[src/hw/rtl/min_window_reaching_sum_core_macros.svh]
// Assertion helpers for the minimum window core.
`ifndef MIN_WINDOW_REACHING_SUM_CORE_MACROS_SVH
`define MIN_WINDOW_REACHING_SUM_CORE_MACROS_SVH

// Property must hold at every clock outside reset.
`define MWRS_ASSERT(lbl, clk, rstn, prop, msg) \
    lbl: assert property (@(posedge clk) disable iff (!(rstn)) (prop)) else $error(msg);

// Expression must never be true outside reset.
`define MWRS_ASSERT_NEVER(lbl, clk, rstn, expr, msg) \
    lbl: assert property (@(posedge clk) disable iff (!(rstn)) !(expr)) else $error(msg);

`endif

[src/hw/rtl/mwrs_pkg.sv]
`timescale 1ns / 1ps

package mwrs_pkg;

    localparam int TARGET_W       = 26;
    localparam int MIN_LEN_W      = 11;
    localparam int DEF_MAX_LEN    = 1024;
    localparam int DEF_VALUE_BITS = 16;

    typedef struct packed {
        logic                 valid;
        logic [MIN_LEN_W-1:0] min_length;
        logic                 truncated;
    } t_result;

endpackage

[src/hw/rtl/mwrs_window.sv]
`timescale 1ns / 1ps
`include "min_window_reaching_sum_core_macros.svh"

module mwrs_window
    import mwrs_pkg::*;
#(
    parameter int MAX_LEN    = DEF_MAX_LEN,
    parameter int VALUE_BITS = DEF_VALUE_BITS,
    parameter int ADDR_W     = $clog2(MAX_LEN)
) (
    input  logic                  i_clk,
    input  logic                  i_rst_n,
    input  logic                  i_valid,
    output logic                  o_ready,
    input  logic [VALUE_BITS-1:0] i_value,
    input  logic                  i_last,
    input  logic [TARGET_W-1:0]   i_target,
    input  logic                  i_res_ready,
    output t_result               o_res,
    output logic                  o_mem_we,
    output logic [ADDR_W-1:0]     o_mem_waddr,
    output logic [VALUE_BITS-1:0] o_mem_wdata,
    output logic                  o_mem_re,
    output logic [ADDR_W-1:0]     o_mem_raddr,
    input  logic [VALUE_BITS-1:0] i_mem_rdata
);

    localparam int CNT_W   = $clog2(MAX_LEN + 1);
    localparam int RAW_W   = VALUE_BITS + CNT_W + 1;
    localparam int SUM_W   = (RAW_W > TARGET_W) ? RAW_W : TARGET_W;

    localparam logic [2:0] S_IDLE  = 3'd0;
    localparam logic [2:0] S_CHECK = 3'd1;
    localparam logic [2:0] S_POP   = 3'd2;
    localparam logic [2:0] S_EVAL  = 3'd3;
    localparam logic [2:0] S_EMIT  = 3'd4;

    logic [2:0]       r_state, n_state;
    logic [CNT_W-1:0] r_head, n_head;
    logic [CNT_W-1:0] r_tail, n_tail;
    logic [SUM_W-1:0] r_total, n_total;
    logic [CNT_W-1:0] r_best, n_best;
    logic             r_ovf, n_ovf;
    logic             r_last, n_last;

    logic [CNT_W-1:0] len;
    logic [CNT_W-1:0] head_inc;
    logic [SUM_W-1:0] tgt_ext;
    logic [SUM_W-1:0] rest;

    assign len      = r_tail - r_head;
    assign head_inc = r_head + CNT_W'(1);
    assign tgt_ext  = SUM_W'(i_target);
    assign rest     = r_total - SUM_W'(i_mem_rdata);
    assign o_ready  = (r_state == S_IDLE);

    always_comb begin
        n_state     = r_state;
        n_head      = r_head;
        n_tail      = r_tail;
        n_total     = r_total;
        n_best      = r_best;
        n_ovf       = r_ovf;
        n_last      = r_last;
        o_mem_we    = 1'b0;
        o_mem_waddr = r_tail[ADDR_W-1:0];
        o_mem_wdata = i_value;
        o_mem_re    = 1'b0;
        o_mem_raddr = r_head[ADDR_W-1:0];
        o_res.valid      = 1'b0;
        o_res.min_length = MIN_LEN_W'(r_best);
        o_res.truncated  = r_ovf;

        unique case (r_state)
            S_IDLE: begin
                if (i_valid) begin
                    n_last = i_last;
                    if (r_tail < CNT_W'(MAX_LEN)) begin
                        o_mem_we = 1'b1;
                        n_tail   = r_tail + CNT_W'(1);
                        n_total  = r_total + SUM_W'(i_value);
                        n_state  = S_CHECK;
                    end else begin
                        n_ovf   = 1'b1;
                        n_state = i_last ? S_EMIT : S_IDLE;
                    end
                end
            end
            S_CHECK: begin
                if (len > CNT_W'(1)) begin
                    o_mem_re = 1'b1;
                    n_state  = S_POP;
                end else begin
                    n_state = S_EVAL;
                end
            end
            S_POP: begin
                // front value is on the read port
                if (rest >= tgt_ext) begin
                    n_total = rest;
                    n_head  = head_inc;
                    if (len > CNT_W'(2)) begin
                        o_mem_re    = 1'b1;
                        o_mem_raddr = head_inc[ADDR_W-1:0];
                    end else begin
                        n_state = S_EVAL;
                    end
                end else begin
                    n_state = S_EVAL;
                end
            end
            S_EVAL: begin
                if (r_total >= tgt_ext && (r_best == '0 || len < r_best)) begin
                    n_best = len;
                end
                n_state = r_last ? S_EMIT : S_IDLE;
            end
            S_EMIT: begin
                if (i_res_ready) begin
                    o_res.valid = 1'b1;
                    n_head      = '0;
                    n_tail      = '0;
                    n_total     = '0;
                    n_best      = '0;
                    n_ovf       = 1'b0;
                    n_state     = S_IDLE;
                end
            end
            default: begin
                n_state = S_IDLE;
            end
        endcase
    end

    always_ff @(posedge i_clk) begin
        if (!i_rst_n) begin
            r_state <= S_IDLE;
            r_head  <= '0;
            r_tail  <= '0;
            r_total <= '0;
            r_best  <= '0;
            r_ovf   <= 1'b0;
            r_last  <= 1'b0;
        end else begin
            r_state <= n_state;
            r_head  <= n_head;
            r_tail  <= n_tail;
            r_total <= n_total;
            r_best  <= n_best;
            r_ovf   <= n_ovf;
            r_last  <= n_last;
        end
    end

    `MWRS_ASSERT(a_head_le_tail, i_clk, i_rst_n, r_head <= r_tail, "window head passed tail")
    `MWRS_ASSERT(a_tail_bound, i_clk, i_rst_n, r_tail <= CNT_W'(MAX_LEN), "tail beyond capacity")
    `MWRS_ASSERT_NEVER(a_rw_overlap, i_clk, i_rst_n, o_mem_we && o_mem_re, "read and write together")
    `MWRS_ASSERT(a_clear_after_emit, i_clk, i_rst_n, o_res.valid |=> (r_tail == '0 && r_best == '0 && !r_ovf), "state not cleared after result")

endmodule

[config.mk]
export PLATFORM = sky130hd
export DESIGN_NAME = mwrs_window
export DESIGN_NICKNAME = d
export VERILOG_FILES = /design/src/hw/rtl/mwrs_pkg.sv /design/src/hw/rtl/mwrs_window.sv
export VERILOG_INCLUDE_DIRS = /design/src /design/src/hw/rtl
export SDC_FILE = /design/constraint.sdc
export NUM_CORES = 1
export LEC_CHECK = 0
export BUFFER_PORTS_ARGS = -buffer_cell sky130_fd_sc_hd__buf_2
export CAP_MARGIN = 15
export CORE_UTILIZATION = 50
export DETAILED_ROUTE_END_ITERATION = 7
export PLACE_DENSITY = 0.73
export SYNTH_ARGS = -nofsm -noshare
export SYNTH_HDL_FRONTEND = slang
export SYNTH_SLANG_ARGS = --single-unit
[constraint.sdc]
create_clock -name i_clk -period 9.5 [get_ports i_clk]
set_input_delay 1.9 -clock i_clk [delete_from_list [all_inputs] [get_ports i_clk]]
set_output_delay 1.9 -clock i_clk [all_outputs]
set_load 0.1 [all_outputs]
Word-level counts from Yosys, hierarchy flattened
Cells that the tools add are included.
{ "totals": {"reg_bits": 66, "output_inout_bits": 52, "word_cells": 82} }
{ "op_classes": {"n_addsub": 5, "n_lt_le_gt_ge": 6, "eq_ne": 11, "n_mux": 38, "n_reduce_logical": 15} }
{ "op_table": {"columns": ["operator", "count"], "rows": [
  ["28-bit two-way mux", 4],
  ["28-bit case mux with 3 select lines", 1],
  ["11-bit case mux with 2 select lines", 3],
  ["28-bit by 26-bit greater-or-equal comparator with 1-bit output", 2],
  ["11-bit two-way mux", 5],
  ["10-bit two-way mux", 3],
  ["28-bit by 16-bit adder with 28-bit output", 1],
  ["28-bit by 16-bit subtractor with 28-bit output", 1],
  ["11-bit by 1-bit adder with 11-bit output, second input constant", 2],
  ["3-bit two-way mux", 7],
  ["3-bit case mux with 5 select lines", 1],
  ["1-bit two-way mux", 12],
  ["11-bit by 1-bit greater-than comparator with 1-bit output, second input constant", 1],
  ["11-bit by 2-bit greater-than comparator with 1-bit output, second input constant", 1],
  ["11-bit logical NOT", 1],
  ["11-bit less-than comparator", 1],
  ["11-bit less-than comparator, second input constant", 1],
  ["11-bit subtractor", 1],
  ["2-bit inequality test, second input constant", 5],
  ["3-bit AND reduction", 3],
  ["4-bit AND reduction", 2],
  ["3-bit by 2-bit == test with 1-bit output, second input constant", 2],
  ["2-bit nonzero test", 3],
  ["5-bit AND reduction", 1],
  ["10 further kinds", 11]
]} }

Longest topological paths before layout
Gate-level depths: netlist (run 1).
{ "depth": {"ltp_word": 6, "depth_mapped": 22, "mapped_depth_nobuf": 20} }

Least setup slack after synthesis (run 1)
No wires, ideal clock.
{ "synth_path": {"path_type": "input to output", "from": "input i_mem_rdata[0]", "to": "output o_mem_raddr[7]", "t_arrival_ns": 7.336, "required_time_ns": 7.600, "slack_ns": 0.264, "path_stages": 20, "n_path_buf": 2, "path_cell_list": "ha_1 fa_1 nor2b_1 o211ai_1 a21oi_2 nor2_1 o21ai_1 nor3_1 xor2_1 ha_1 nand4_1 a2111oi_0 a2111oi_0 a31o_2 a21oi_1 or2_1 clkbuf_1 buf_2 nand3_1 xnor2_1"} }
{ "synth_via": {"elab_chain_cells": 4} }
{ "synth_lines": {"columns": ["element", "line", "text"], "rows": [
  ["start: declaration", "mwrs_window.sv:25", "input logic [VALUE_BITS-1:0] i_mem_rdata"],
  ["28-bit by 16-bit subtractor with 28-bit output", "mwrs_window.sv:54", "assign rest = r_total - SUM_W'(i_mem_rdata);"],
  ["28-bit by 26-bit greater-or-equal comparator with 1-bit output", "mwrs_window.sv:99", "if (rest >= tgt_ext) begin"],
  ["10-bit two-way mux", "mwrs_window.sv:99", null],
  ["10-bit two-way mux", "mwrs_window.sv:74", "unique case (r_state)"],
  ["end: declaration", "mwrs_window.sv:24", "output logic [ADDR_W-1:0] o_mem_raddr,"]
]} }
No other way between the ends.

Final worst setup path (run 1)
{ "layout_path": {"from": "input i_mem_rdata[8]", "to": "output o_mem_raddr[1]"} }
Same word-level chain as after synthesis.

==> results.md, run 1 <==
Floorplan:
- The width of the die is roughly 120 µm.
- The floorplan step defined a die boundary enclosing 15300 µm².
- The floorplan has 44 rows.
- about 120 I/O pins were placed.
- The floorplan step set the die height to 124 µm.
- The starting utilization of the core area is 0.511.
- The core box area is 14500 µm².

Yosys:
- Counting flops with an async set or reset pin after synthesis yields a share of 0.
- After synthesis, the mean cell area works out to 7.55 µm².
- The synthesized design contains 0 enable-type register cells.
- The number of library cell types mapped by synthesis is 72.
- The portion of the post-synthesis area used by sequential elements is 0.178.
- The yosys synthesis warning count is 0.
- The synthesized design contains 66 register bits.
- The top flip-flop cell by instance count after synthesis is dfxtp_1.
- The cell area after synthesis is 7420 µm².
- Synthesis produced a netlist whose cell count is 983.
- The post-synth net total is 1155.

Routing:
- Summing over every cut layer, the via total after detailed routing is 7387.
- The first TritonRoute pass finished after 7 iterations.
- The post-detailed-route DRC marker count is 0.
- The wire length per cell after detailed routing is 16.4 µm.
- The per-cell via count in the routed design is 5.97.
- The count of nets left with antenna violations once routing finished came out at 0.
- The detailed router finished its first iteration with between 500 and 600 violations.
- Summed over all layers, the routed wires come to 20300 µm.

Final layout:
- The final core utilization is 0.568.
- The net count of the finished layout is 1221.
- The total inserted antenna cells is 0.
- The number of fill cells is roughly 1400.
- The final cell count without fillers is ~1200.
- The area growth from synthesis to layout is 11.3%.
- The share of final-layout standard cells stronger than drive strength 1 is 0.154.

Worst setup path:
- The arrival time of the worst setup path is 7.10 ns.
- Counting stages on the worst path, the most repeated cell is a21oi_1.
- Of all nets on the critical path, the largest fanout is 15.
- The total buffers and inverters traversed by the critical path is 4.
- The classification of the worst setup path is primary input to output pin.
- In this design, the stage delay of the slowest critical-path cell is 0.59 ns.
- At the worst endpoint, the required time is between 7 and 8 ns.
- The endpoint kind of the worst setup timing path is an output pin.
- The critical path goes through buf_2 > inv_1 > ha_1 > a21oi_1 > o21ai_0 > nor3_1 > a21oi_1 > a221o_1 > or2_2 > xnor2_1 > ha_1 > nand4_1 > a2111oi_0 > a2111oi_0 > a31o_2 > a21oi_1 > or2_1 > buf_4 > nand2_1 > mux2i_1 > buf_2.
- The type of origin of the critical path is a primary input.
- The family of cells with the greatest summed delay on the critical path is compound AO/OA/AOI/OAI gates.
- The slowest stage of the critical path belongs to the cell a2111oi_0.

Hold path:
- The type of the most critical hold path is flip-flop to flip-flop.

Global route:
- In the global route stage, overall resource usage came out at 0.274.
- Global routing finished with a remaining overflow of 0.
- The number of global-route vias before repair is 6709.
- The initial antenna violation count is 0.
- The first-pass GRT wire length is approximately 33000 µm.
- Entering global routing, the biggest net connects 41 pins.

CTS:
- In this run the number of H-tree levels came out at 3.
- The clock sink total is 66.
- The buffer type at the clock tree root is clkbuf_16.
- Clock tree synthesis inserted a total of 9 buffers.
- The number of instances resized during post-cts repair is 0.
- Clock-pin slew was measured on the worst setup and hold paths at 0.06 ns.
- For the worst-skew pair, the clock arrives at the later sink with an insertion delay of 0.35 ns.
- The clock passes through at most 2 buffers.
- The number of setup buffers added after CTS is 0.
- The clock tree from TritonCTS is built.
- The hold buffer count at cts is 0.

Timing:
- Derived from the worst setup path, the maximum achievable clock frequency is 111 MHz.
- The transition time at the pin with the least slew margin is 1.10 ns.
- Setup violations remaining at the end of the flow were counted as 0.
- For the finished layout, the period the worst path requires is 9.00 ns.
- The number of failing hold endpoints at the final stage was 0.
- The setup total negative slack is 0 ns.
- The relative max-transition margin is 0.264.
- Of the available clock period, the critical path in the final layout requires 0.947.
- The number of pins with negative max-slew slack in the final report was 0.
- Between clock sinks in the finished design, the worst skew comes to 0.0113 ns.
- Setup repair after global routing left no endpoint under its margin.
- The worst hold slack across all endpoints is roughly 0.46 ns.

Status:
- The flow ran to the end, and the final reports show no timing, DRC or antenna violations.

Power and ir drop:
- Dividing total power by cell area gives a power density of roughly 300 nW/µm².
- The part of the total power dissipated in the clock network is 0.173.
- In this run the power spent charging and discharging nets is 1.25 mW.
- The share of total power dissipated in combinational logic is 0.662.
- The internal power of the cells totals 1.23 mW.
- The worst IR drop on VDD is 168 µV.
- Of the total power, the share spent switching nets is 0.504.
- The leakage power of the design is 3.79 nW.
- The sequential share of power is 0.165.

Placed design:
- The count of input and output buffers is 114.
- The routability congestion estimate from global placement is 0.920.
- The total instance count after detailed placement is 1222.
- The wire-length estimate of the detail-placed layout is 15500 µm.

Job:
- The tool flagged a number of max-cap violations equal to 0.
==> power groups by stage <==
stage | clock (mW) | combinational (mW) | sequential [mW]
6_report | 0.431 | 1.65 | 0.410
5_1_grt | 0.447 | 1.83 | 0.417
4_1_cts | 0.436 | 1.63 | 0.407
3_5_place_dp | 0 | 1.62 | 0.414
3_3_place_gp | 0 | 1.60 | 0.413
2_1_floorplan | 0 | 1.35 | 0.373
==> sequential cells by signal, summed over array words and instances, names as in the netlist <==
signal,count
r_total,28
r_tail,11
r_state,3
r_head,11
r_ovf,1
r_last,1
r_best,11
==> cell usage in the layout (no fill, tap or decap), types with 13 or more instances in the layout <==
cell type / instances
a211oi_1: 17
a21o_1: 19
a21oi_1: 68
a221oi_1: 14
a31oi_1: 15
and3_1: 13
buf_2: 114
dfxtp_1: 66
ha_1: 106
inv_1: 81
nand2_1: 72
nand2b_1: 14
nand3_1: 40
nand4_1: 14
nor2_1: 82
nor3_1: 32
o21ai_0: 43
or3_1: 18
xnor2_1: 34
xor2_1: 23
==> cell usage after synthesis (all sizes together), types with 8 or more instances <==
cell type	n	area (µm²)
clkbuf	25	93.8
a221oi	14	123
nand2	72	270
o21ai	47	235
buf	41	308
a21o	19	143
a211oi	19	153
o211ai	8	65.1
nor4	9	56.3
nand4	14	87.6
dfxtp	66	1320
or3	18	113
ha	106	1330
nor2	83	319
mux2i	12	120
a31oi	15	93.8
xnor2	34	298
nand2b	14	87.6
inv	81	304
nor3	35	185
or2	9	56.3
a21oi	69	349
nand3	42	220
nor2b	11	68.8
xor2	23	201
and3	13	81.3
o21a	12	90.1
==> worst reg2reg max path, delay by kind of cell, from the launching register on <==
| kind | cells | cell delay, ns |
|---|---|---|
| AOI/OAI and AO/OA | 8 | 2.64 |
| xor gates and xnor gates | 1 | 0.18 |
| adders and majority gates | 3 | 0.94 |
| buffers and inverters | 1 | 0.08 |
| DFF | 1 | 0.33 |
| and+or+nand+nor | 6 | 1.65 |
==> per-stage QoR <==
step	power, mW	setup slack [ns]	area, µm²
6_report	2.49	0.500	8260
3_3_place_gp	2.01	0.875	7880
2_1_floorplan	1.72	0.264	7420
4_1_cts	2.47	0.516	8260
3_5_place_dp	2.03	0.517	7880
5_1_grt	2.69	0.0317	8260
==> cells by family after synthesis <==
logic type               synth area share
AND/OR/NAND/NOR                     0.218
AO/OA/AOI/OAI                       0.238
buffers and inverters              0.0951
adder cells (fa/ha/maj)             0.187
flip-flops                          0.178
XOR/XNOR                           0.0673
multiplexers                       0.0177
==> layout make-up <==
type | count | area (µm²) | share of cell area
Inverter | 81 | 304 | 0.0368
Multi-Input combinational cell | 770 | 5410 | 0.654
Sequential cell | 66 | 1320 | 0.160
Clock buffer | 10 | 239 | 0.0289
Clock inverter | 6 | 136 | 0.0165
Tap cell | 184 | 230 | 0.0279
Timing Repair Buffer | 121 | 623 | 0.0754
==> worst paths after layout <==
check | startpoint | endpoint | slack [ns] | cells past startpoint
hold reg to reg | r_last | r_last | 0.46 | 2
setup reg to reg | r_total[0] | r_total[21] | 3.58 | 19
setup / recovery | i_mem_rdata[8] | o_mem_raddr[1] | 0.50 | 21
hold / removal | r_last | r_last | 0.46 | 2
==> metal layers <==
layer / wire length (µm) / vias to the layer above / global-route usage
met3: 1140 / 35 / 0.0485
li1: - / 3695 / -
met4: 406 / 0 / 0.0776
met1: 9230 / 3397 / 0.352
met2: 9530 / 260 / 0.466
met5: 0 / - / 0
Power figures use the tool's default switching activity.
==> inputs of run 2 (changes only) <==
--- a/config.mk
+++ b/config.mk
@@ -10,6 +10,7 @@
 export CAP_MARGIN = 15
 export CORE_UTILIZATION = 50
 export DETAILED_ROUTE_END_ITERATION = 7
+export MAX_ROUTING_LAYER = met4
 export PLACE_DENSITY = 0.73
 export SYNTH_ARGS = -nofsm -noshare
 export SYNTH_HDL_FRONTEND = slang
==> results.md, run 2 (same netlist as run 1, synthesis figures left out) <==
Hold path:
- The sink of the worst hold path is r_last.
- The type of the most critical hold path is flip-flop to flip-flop.
- The worst hold path cell count came to 2 (unchanged).
- The worst hold path begins at r_last.

Final layout:
- Leaving out fill and tap cells, the most frequent cells in the layout are 114 x buf_2, 106 x ha_1, 82 x nor2_1.
- The net count of the finished layout is 1221 (unchanged).
- The total inserted antenna cells came to 0 (unchanged).
- The flip-flop count of the largest register after layout was 28 (unchanged).
- The layout overhead on the synthesized area is 11.3% (unchanged).
- The post-route standard cell area excluding fillers was 8260 µm² (unchanged).
- The most common library cell in the layout ignoring fill and taps is buf_2.
- The register with the most flip-flops in the final layout is r_total.
- The final cell count without fillers is 1238 (unchanged).
- The number of fill cells is 1402 (unchanged).
- The share of final-layout standard cells stronger than drive strength 1 came to 0.154 (unchanged).

Worst setup path:
- In this run the worst setup path begins at i_mem_rdata[8].
- The worst reg-to-reg path cell count is 19 (unchanged).
- The delay contributed by the slowest stage of the critical path is 0.59 ns (about the same).
- The worst setup path is launched from a primary input.
- The worst-path maximum fanout was 15 (unchanged).
- The classification of the worst setup path is primary input to output pin.
- The cell type of the slowest stage on the worst timing path is a2111oi_0.
- The total buffers and inverters traversed by the critical path is 4 (unchanged).
- The signal on the critical path passes through buf_2 > inv_1 > ha_1 > a21oi_1 > o21ai_0 > nor3_1 > a21oi_1 > a221o_1 > or2_2 > xnor2_1 > ha_1 > nand4_1 > a2111oi_0 > a2111oi_0 > a31o_2 > a21oi_1 > or2_1 > buf_4 > nand2_1 > mux2i_1 > buf_2.
- The origin of the critical flop-to-flop path is r_total[0].
- The arrival time of the worst setup path was 7.10 ns (about the same).
- The endpoint kind of the worst setup timing path is an output pin.
- The slack of the worst reg-to-reg path is 3.56 ns (-0.02 ns).
- The critical path's most frequent cell is a21oi_1.
- The capturing point of the worst reg2reg path is r_total[21].
- Grouping stages by cell kind, the critical path spends the most delay in compound AO/OA/AOI/OAI gates.
- The required time of the critical path is 7.60 ns (about the same).

Placed design:
- The final HPWL from detailed placement is 15500 µm (unchanged).
- The total instance count after detailed placement is 1222 (unchanged).
- The routability congestion estimate from global placement came to 0.936 (+1.8%).
- The area of placed instances is 7880 µm² (unchanged).
- The worst slack at placement is 0.517 ns (unchanged).
- The count of input and output buffers came to 114 (unchanged).

Timing:
- The transition time at the pin with the least slew margin is 1.11 ns (+0.00648 ns).
- The setup total negative slack was 0 ns (unchanged).
- The setup violation total in the final timing report is 0 (unchanged).
- The post-route minimum period came to 9.00 ns (+0.00169 ns).
- The final worst slack was 0.498 ns (-0.00169 ns).
- The number of failing hold endpoints at the final stage came to 0 (unchanged).
- The number of pins with negative max-slew slack in the final report is 0 (unchanged).
- The highest clock rate is 111 MHz (about the same).
- The final cycle utilization of the critical path is 0.948 (about the same).
- The relative max-transition margin came to 0.260 (-0.00432).
- The final setup skew came to 0.0112 ns (-0.000121 ns).
- Setup repair after global routing left no endpoint under its margin.

CTS:
- The level count of the clock H-tree came to 3 (unchanged).
- The post-CTS clock slew at the launch and capture registers of the worst setup and hold paths is 0.06 ns (about the same).
- The number of buffers inserted by post-CTS setup repair is 0 (unchanged).
- The clock sink total is 66 (unchanged).
- The maximum clock insertion buffer count is 2 (unchanged).
- The hold buffer count at cts is 0 (unchanged).
- TritonCTS built the clock tree.
- The buffer type at the clock tree root is clkbuf_16.
- The number of instances resized during post-cts repair is 0 (unchanged).
- The number of buffers inserted during clock tree synthesis is 9 (unchanged).
- The insertion delay of the later-clocked pin in the worst-skew pair is 0.35 ns (about the same).

Routing:
- The number of vias after detailed routing is 7397 (+0.14%).
- The number of routed nets with antenna violations came to 0 (unchanged).
- The first-pass iteration count of the detailed router is 5 (-2).
- The initial detailed-routing violation count was 556 (-3.5%).
- The per-cell via count in the routed design was 5.97 (+0.14%).
- The wire length per cell after detailed routing came to 16.4 µm (about the same).
- The post-detailed-route DRC marker count is 0 (unchanged).
- The final routed wirelength across all metal layers is 20300 µm (about the same).

Power and ir drop:
- The leakage power of the design is 3.79 nW (unchanged).
- The worst IR drop on VDD was 168 µV (about the same).
- The power density relative to cell area was 301 nW/µm² (about the same).

Global route:
- The number of global-route vias before repair is 6703 (-0.089%).
- The overall track demand over capacity in global routing came to 0.282 (+0.00812).
- The final global-route overflow total is 0 (unchanged).
- The maximum number of pins on one net before global-route repair was 41 (unchanged).
- The first-pass GRT wire length is 32800 µm (about the same).
- The initial antenna violation count is 0 (unchanged).

Status:
- The flow ran to the end, and the final reports show no timing, DRC or antenna violations.

Floorplan:
- The full die area is 15300 µm² (unchanged).
- The floorplan row count was 44 (unchanged).
- The starting utilization of the core area is 0.511 (unchanged).
- The width of the die is 124 µm (unchanged).
- The total I/O pin count is 115 (unchanged).
- The overall die height came to 124 µm (unchanged).
- The core box area is 14500 µm² (unchanged).

Job:
- The count of maximum capacitance violations is 0 (unchanged).
==> run 2: cell counts in the layout (fill, tap and decap cells not counted) <==
No cell type changed its count.
==> run 2: final cells by class <==
type                    count  area (µm²)  area share
well taps                 184         230      0.0279
flip-flops and latches     66        1320       0.160
inverters                  81         304      0.0368
clock inverters             6         136      0.0165
clock buffers              10         239      0.0289
repair buffers            121         623      0.0754
multi-input cells         770        5410       0.654
==> run 2: layer usage <==
metal	wire length (µm)	up-vias	part of all wire	global-route usage
li1	-	3697	-	-
met5	0	-	0	-
met4	412	0	0.020	0.0776
met2	9500	260	0.47	0.466
met3	1150	37	0.057	0.0485
met1	9250	3403	0.46	0.353
==> run 2: per-stage QoR <==
| stage | total power, mW | util | hold WS (ns) |
|---|---|---|---|
| 6_report | 2.49 | 0.568 | 0.461 |
| 3_5_place_dp | 2.03 | 0.542 | 0.457 |
| 4_1_cts | 2.47 | 0.568 | 0.465 |
| 2_1_floorplan | 1.72 | - | 0.437 |
| 3_3_place_gp | 2.01 | 0.542 | 0.446 |
| 5_1_grt | 2.69 | 0.568 | 0.490 |
==> run 2: worst max-delay path by stage <==
stage / to / depth (start not counted) / slack [ns]
2_1_floorplan: o_mem_raddr[7] / 20 / 0.26
3_3_place_gp: o_mem_raddr[1] / 22 / 0.87
3_5_place_dp: o_mem_raddr[0] / 21 / 0.52
4_1_cts: o_mem_raddr[0] / 21 / 0.52
5_1_grt: o_mem_raddr[1] / 21 / 0.03
6_report: o_mem_raddr[1] / 21 / 0.50
==> run 2: worst min-delay path: cells and delay by family (launching register included) <==
family             cells  cell delay, ns
DFF                    1            0.31
and+or+nand+nor        1            0.05
AOI/OAI and AO/OA      1            0.05
==> run 2: power by group <==
part	switching, mW	total (mW)	internal (mW)
logic	1.03	1.65	0.617
registers	0.0843	0.410	0.326
clock network	0.140	0.431	0.291
total	1.25	2.49	1.23
==> inputs of run 3 (changes only) <==
--- a/config.mk
+++ b/config.mk
@@ -8,7 +8,10 @@
 export LEC_CHECK = 0
 export BUFFER_PORTS_ARGS = -buffer_cell sky130_fd_sc_hd__buf_2
 export CAP_MARGIN = 15
+export CORE_ASPECT_RATIO = 0.8
+export CORE_MARGIN = 1
 export CORE_UTILIZATION = 50
+export CTS_BUF_LIST = sky130_fd_sc_hd__clkbuf_8
 export DETAILED_ROUTE_END_ITERATION = 7
 export MAX_ROUTING_LAYER = met4
 export PLACE_DENSITY = 0.73
==> results.md, run 3 (same netlist as run 1, synthesis figures left out) <==
Worst setup path:
- The slack of the worst reg-to-reg path is 3.84 ns (+0.28 ns).
- STA classifies the critical path startpoint as a primary input.
- The delay contributed by the slowest stage of the critical path is 0.51 ns (-0.08 ns).
- Walking the worst path, the cells encountered are buf_2 > inv_1 > ha_1 > o211ai_1 > a21oi_1 > o21ai_0 > a21oi_1 > a221o_1 > or2_2 > xnor2_1 > ha_1 > nand4_1 > a2111oi_0 > a2111oi_0 > a31o_2 > a21oi_1 > buf_4 > or2_1 > nand2_1 > mux2i_1 > buf_12.
- The kind of cell with the highest combined delay along the critical path is compound AO/OA/AOI/OAI gates.
- The worst-path maximum fanout is 15 (unchanged).
- The most numerous cell type found on the critical path is a21oi_1.
- The total buffers and inverters traversed by the critical path is 4 (unchanged).
- The arrival time of the worst setup path is 7.01 ns (-0.09 ns).
- The worst register-to-register path ends at r_total[21].
- The classification of the worst setup path is primary input to output pin.
- For this design, the slowest cell found on the critical path is a2111oi_0.
- In this run the critical register-to-register path is launched from r_total[2].
- The required time of the critical path is 7.60 ns (about the same).
- The worst reg-to-reg path cell count is 18 (-1).
- The endpoint kind of the worst setup timing path is an output pin.

Timing:
- The post-route minimum period is 8.91 ns (-0.0878 ns).
- The final setup skew is 0.00801 ns (-0.00318 ns).
- The number of failing hold endpoints at the final stage is 0 (unchanged).
- The relative max-transition margin came to 0.247 (-0.0127).
- The setup violation total in the final timing report was 0 (unchanged).
- The transition time at the pin with the least slew margin is 1.13 ns (+0.0191 ns).
- The highest clock rate came to 112 MHz (+0.98%).
- The number of pins with negative max-slew slack in the final report is 0 (unchanged).
- The worst hold slack across all endpoints is 0.475 ns (+0.0140 ns).
- The setup total negative slack was 0 ns (unchanged).
- Setup repair after global routing left no endpoint under its margin.
- The final cycle utilization of the critical path is 0.938 (-0.00924).

Final layout:
- The register name with the most flops is r_total.
- The layout overhead on the synthesized area is 10.2%.
- The net count of the finished layout is 1221 (unchanged).
- The share of final-layout standard cells stronger than drive strength 1 came to 0.154 (unchanged).
- The number of fill cells is 1352 (-3.6%).
- The total inserted antenna cells is 0 (unchanged).
- The post-route standard cell area excluding fillers is 8180 µm² (-0.97%).
- The flip-flop count of the largest register after layout is 28 (unchanged).
- The library cells used most frequently in the layout, excluding fill and tap cells, are 106 x ha_1, 106 x buf_2, 82 x inv_1, 82 x nor2_1, 72 x nand2_1.
- The final core utilization is 0.568 (about the same).

Routing:
- The per-cell via count in the routed design is 5.99 (+0.27%).
- The number of vias after detailed routing is 7417 (+0.27%).
- The first-pass iteration count of the detailed router is 7 (+2).
- The final routed wirelength across all metal layers is 20700 µm (+1.8%).
- The post-detailed-route DRC marker count is 6 (+6).
- The number of routed nets with antenna violations is 0 (unchanged).
- The wire length per cell after detailed routing is 16.7 µm (+1.8%).
- The initial detailed-routing violation count came to 718 (+29%).

Power and ir drop:
- The part of the power in combinational logic is 0.727 (+0.065).
- The sequential share of power was 0.177 (+0.012).
- The part of the total power dissipated in the clock network is 0.095 (-0.078).
- The internal portion of total power is 1.07 mW (-13%).
- The leakage power of the design is 3.73 nW (-1.7%).
- The switching power total came to 1.27 mW (+1.5%).
- The power density relative to cell area is 286 nW/µm² (-5.0%).
- The switching part of the total power is 0.543 (+0.0395).
- The worst IR drop on VDD was 172 µV (+2.6%).

CTS:
- The level count of the clock H-tree is 3 (unchanged).
- The number of buffers inserted by post-CTS setup repair is 0 (unchanged).
- TritonCTS built the clock tree.
- The clock sink total was 66 (unchanged).
- The insertion delay of the later-clocked pin in the worst-skew pair was 0.36 ns (about the same).
- The buffer type at the clock tree root is clkbuf_8.
- The maximum clock insertion buffer count is 2 (unchanged).
- The post-CTS clock slew at the launch and capture registers of the worst setup and hold paths came to 0.08 ns (+0.02 ns).
- The number of buffers inserted during clock tree synthesis is 9 (unchanged).

Status:
- The checks that failed: design-rule violations.
- The run finished, with violations left.

Global route:
- The maximum number of pins on one net before global-route repair is 41 (unchanged).
- The number of global-route vias before repair is 6441 (-3.9%).
- The initial antenna violation count is 0 (unchanged).
- The first-pass GRT wire length was 32900 µm (+0.57%).
- The final global-route overflow total was 0 (unchanged).
- The overall track demand over capacity in global routing is 0.273 (-0.00881).

Hold path:
- The sink of the worst hold path is r_last.
- The startpoint identified for the worst hold timing path is r_last.
- The worst hold path cell count is 2 (unchanged).
- The tightest min-delay check is of the flip-flop to flip-flop type.

Placed design:
- The routability congestion estimate from global placement was 0.930 (-0.66%).
- The count of input and output buffers is 114 (unchanged).
- The area of placed instances was 8000 µm² (+1.4%).
- The final HPWL from detailed placement came to 15900 µm (+2.8%).

Job:
- The count of maximum capacitance violations is 0 (unchanged).

Floorplan:
- The starting utilization of the core area is 0.516 (+0.00493).
- The total I/O pin count is 115 (unchanged).
- The floorplan row count came to 39 (-11%).
- The full die area is 15300 µm² (about the same).
- The width of the die came to 138 µm (+12%).
- The core box area is 14400 µm² (-0.96%).
- The overall die height came to 111 µm (-10%).
run 3: cell types whose count changed in the layout (fill, tap and decap cells not counted), moves of 3 or more:
cell	previous run	this run
clkinv_2	0	3
bufinv_16	4	0
buf_12	0	8
buf_2	114	106
clkbuf_16	9	0
clkbuf_8	1	10
run 3: what timing repair did:
item	4_1_cts	5_1_grt
endpoints found under the setup margin	0	5
resized for setup	0	1
hold buffers	0	0
run 3: tightest hold or removal path, stage by stage, from the launching register on:
cell and delay [ns]:
dfxtp_1 0.32, nand2_1 0.06, a21oi_1 0.06
run 3: per-stage QoR:
stage / cells / power [mW] / setup WS [ns]
after global routing: 1238 / 2.52 / 0.136
after CTS: 1237 / 2.31 / 0.530
after detailed placement: 1221 / 2.07 / 0.516
after global placement: 1221 / 2.05 / 0.800
final: 1238 / 2.34 / 0.586
after floorplan: 983 / 1.72 / 0.264
run 3: how the worst max path moves through the flow:
stage,depth (start not counted),from,slack [ns],end
after floorplan,20,i_mem_rdata[0],0.26,o_mem_raddr[7]
after global routing,21,i_mem_rdata[0],0.14,o_mem_raddr[1]
after CTS,21,i_mem_rdata[0],0.53,o_mem_raddr[1]
after global placement,21,i_mem_rdata[0],0.80,o_mem_raddr[1]
after detailed placement,21,i_mem_rdata[0],0.52,o_mem_raddr[1]
final,21,i_mem_rdata[2],0.59,o_mem_raddr[1]
run 3: final cells by class:
type / instances / area, µm² / area share
Inverter: 81 / 304 / 0.0372
Timing Repair Buffer: 121 / 743 / 0.0909
Sequential cell: 66 / 1320 / 0.162
Tap cell: 184 / 230 / 0.0281
Multi-Input combinational cell: 770 / 5410 / 0.661
Clock buffer: 10 / 138 / 0.0168
Clock inverter: 6 / 33.8 / 0.00413
run 3: metal layers:
layer | vias to the layer above | part of all wire | global-route usage
li1 | 3685 | - | -
met1 | 3407 | 0.50 | 0.401
met2 | 307 | 0.42 | 0.388
met3 | 18 | 0.080 | 0.0410
met4 | 0 | 0.0082 | 0.0637
met5 | - | 0 | -
run 3: power groups by stage:
| stage | Sequential, mW | Clock [mW] | Combinational, mW |
|---|---|---|---|
| after global placement | 0.416 | 0 | 1.63 |
| after CTS | 0.410 | 0.224 | 1.67 |
| after floorplan | 0.373 | 0 | 1.35 |
| after detailed placement | 0.417 | 0 | 1.66 |
| after global routing | 0.422 | 0.234 | 1.87 |
| final | 0.415 | 0.223 | 1.70 |
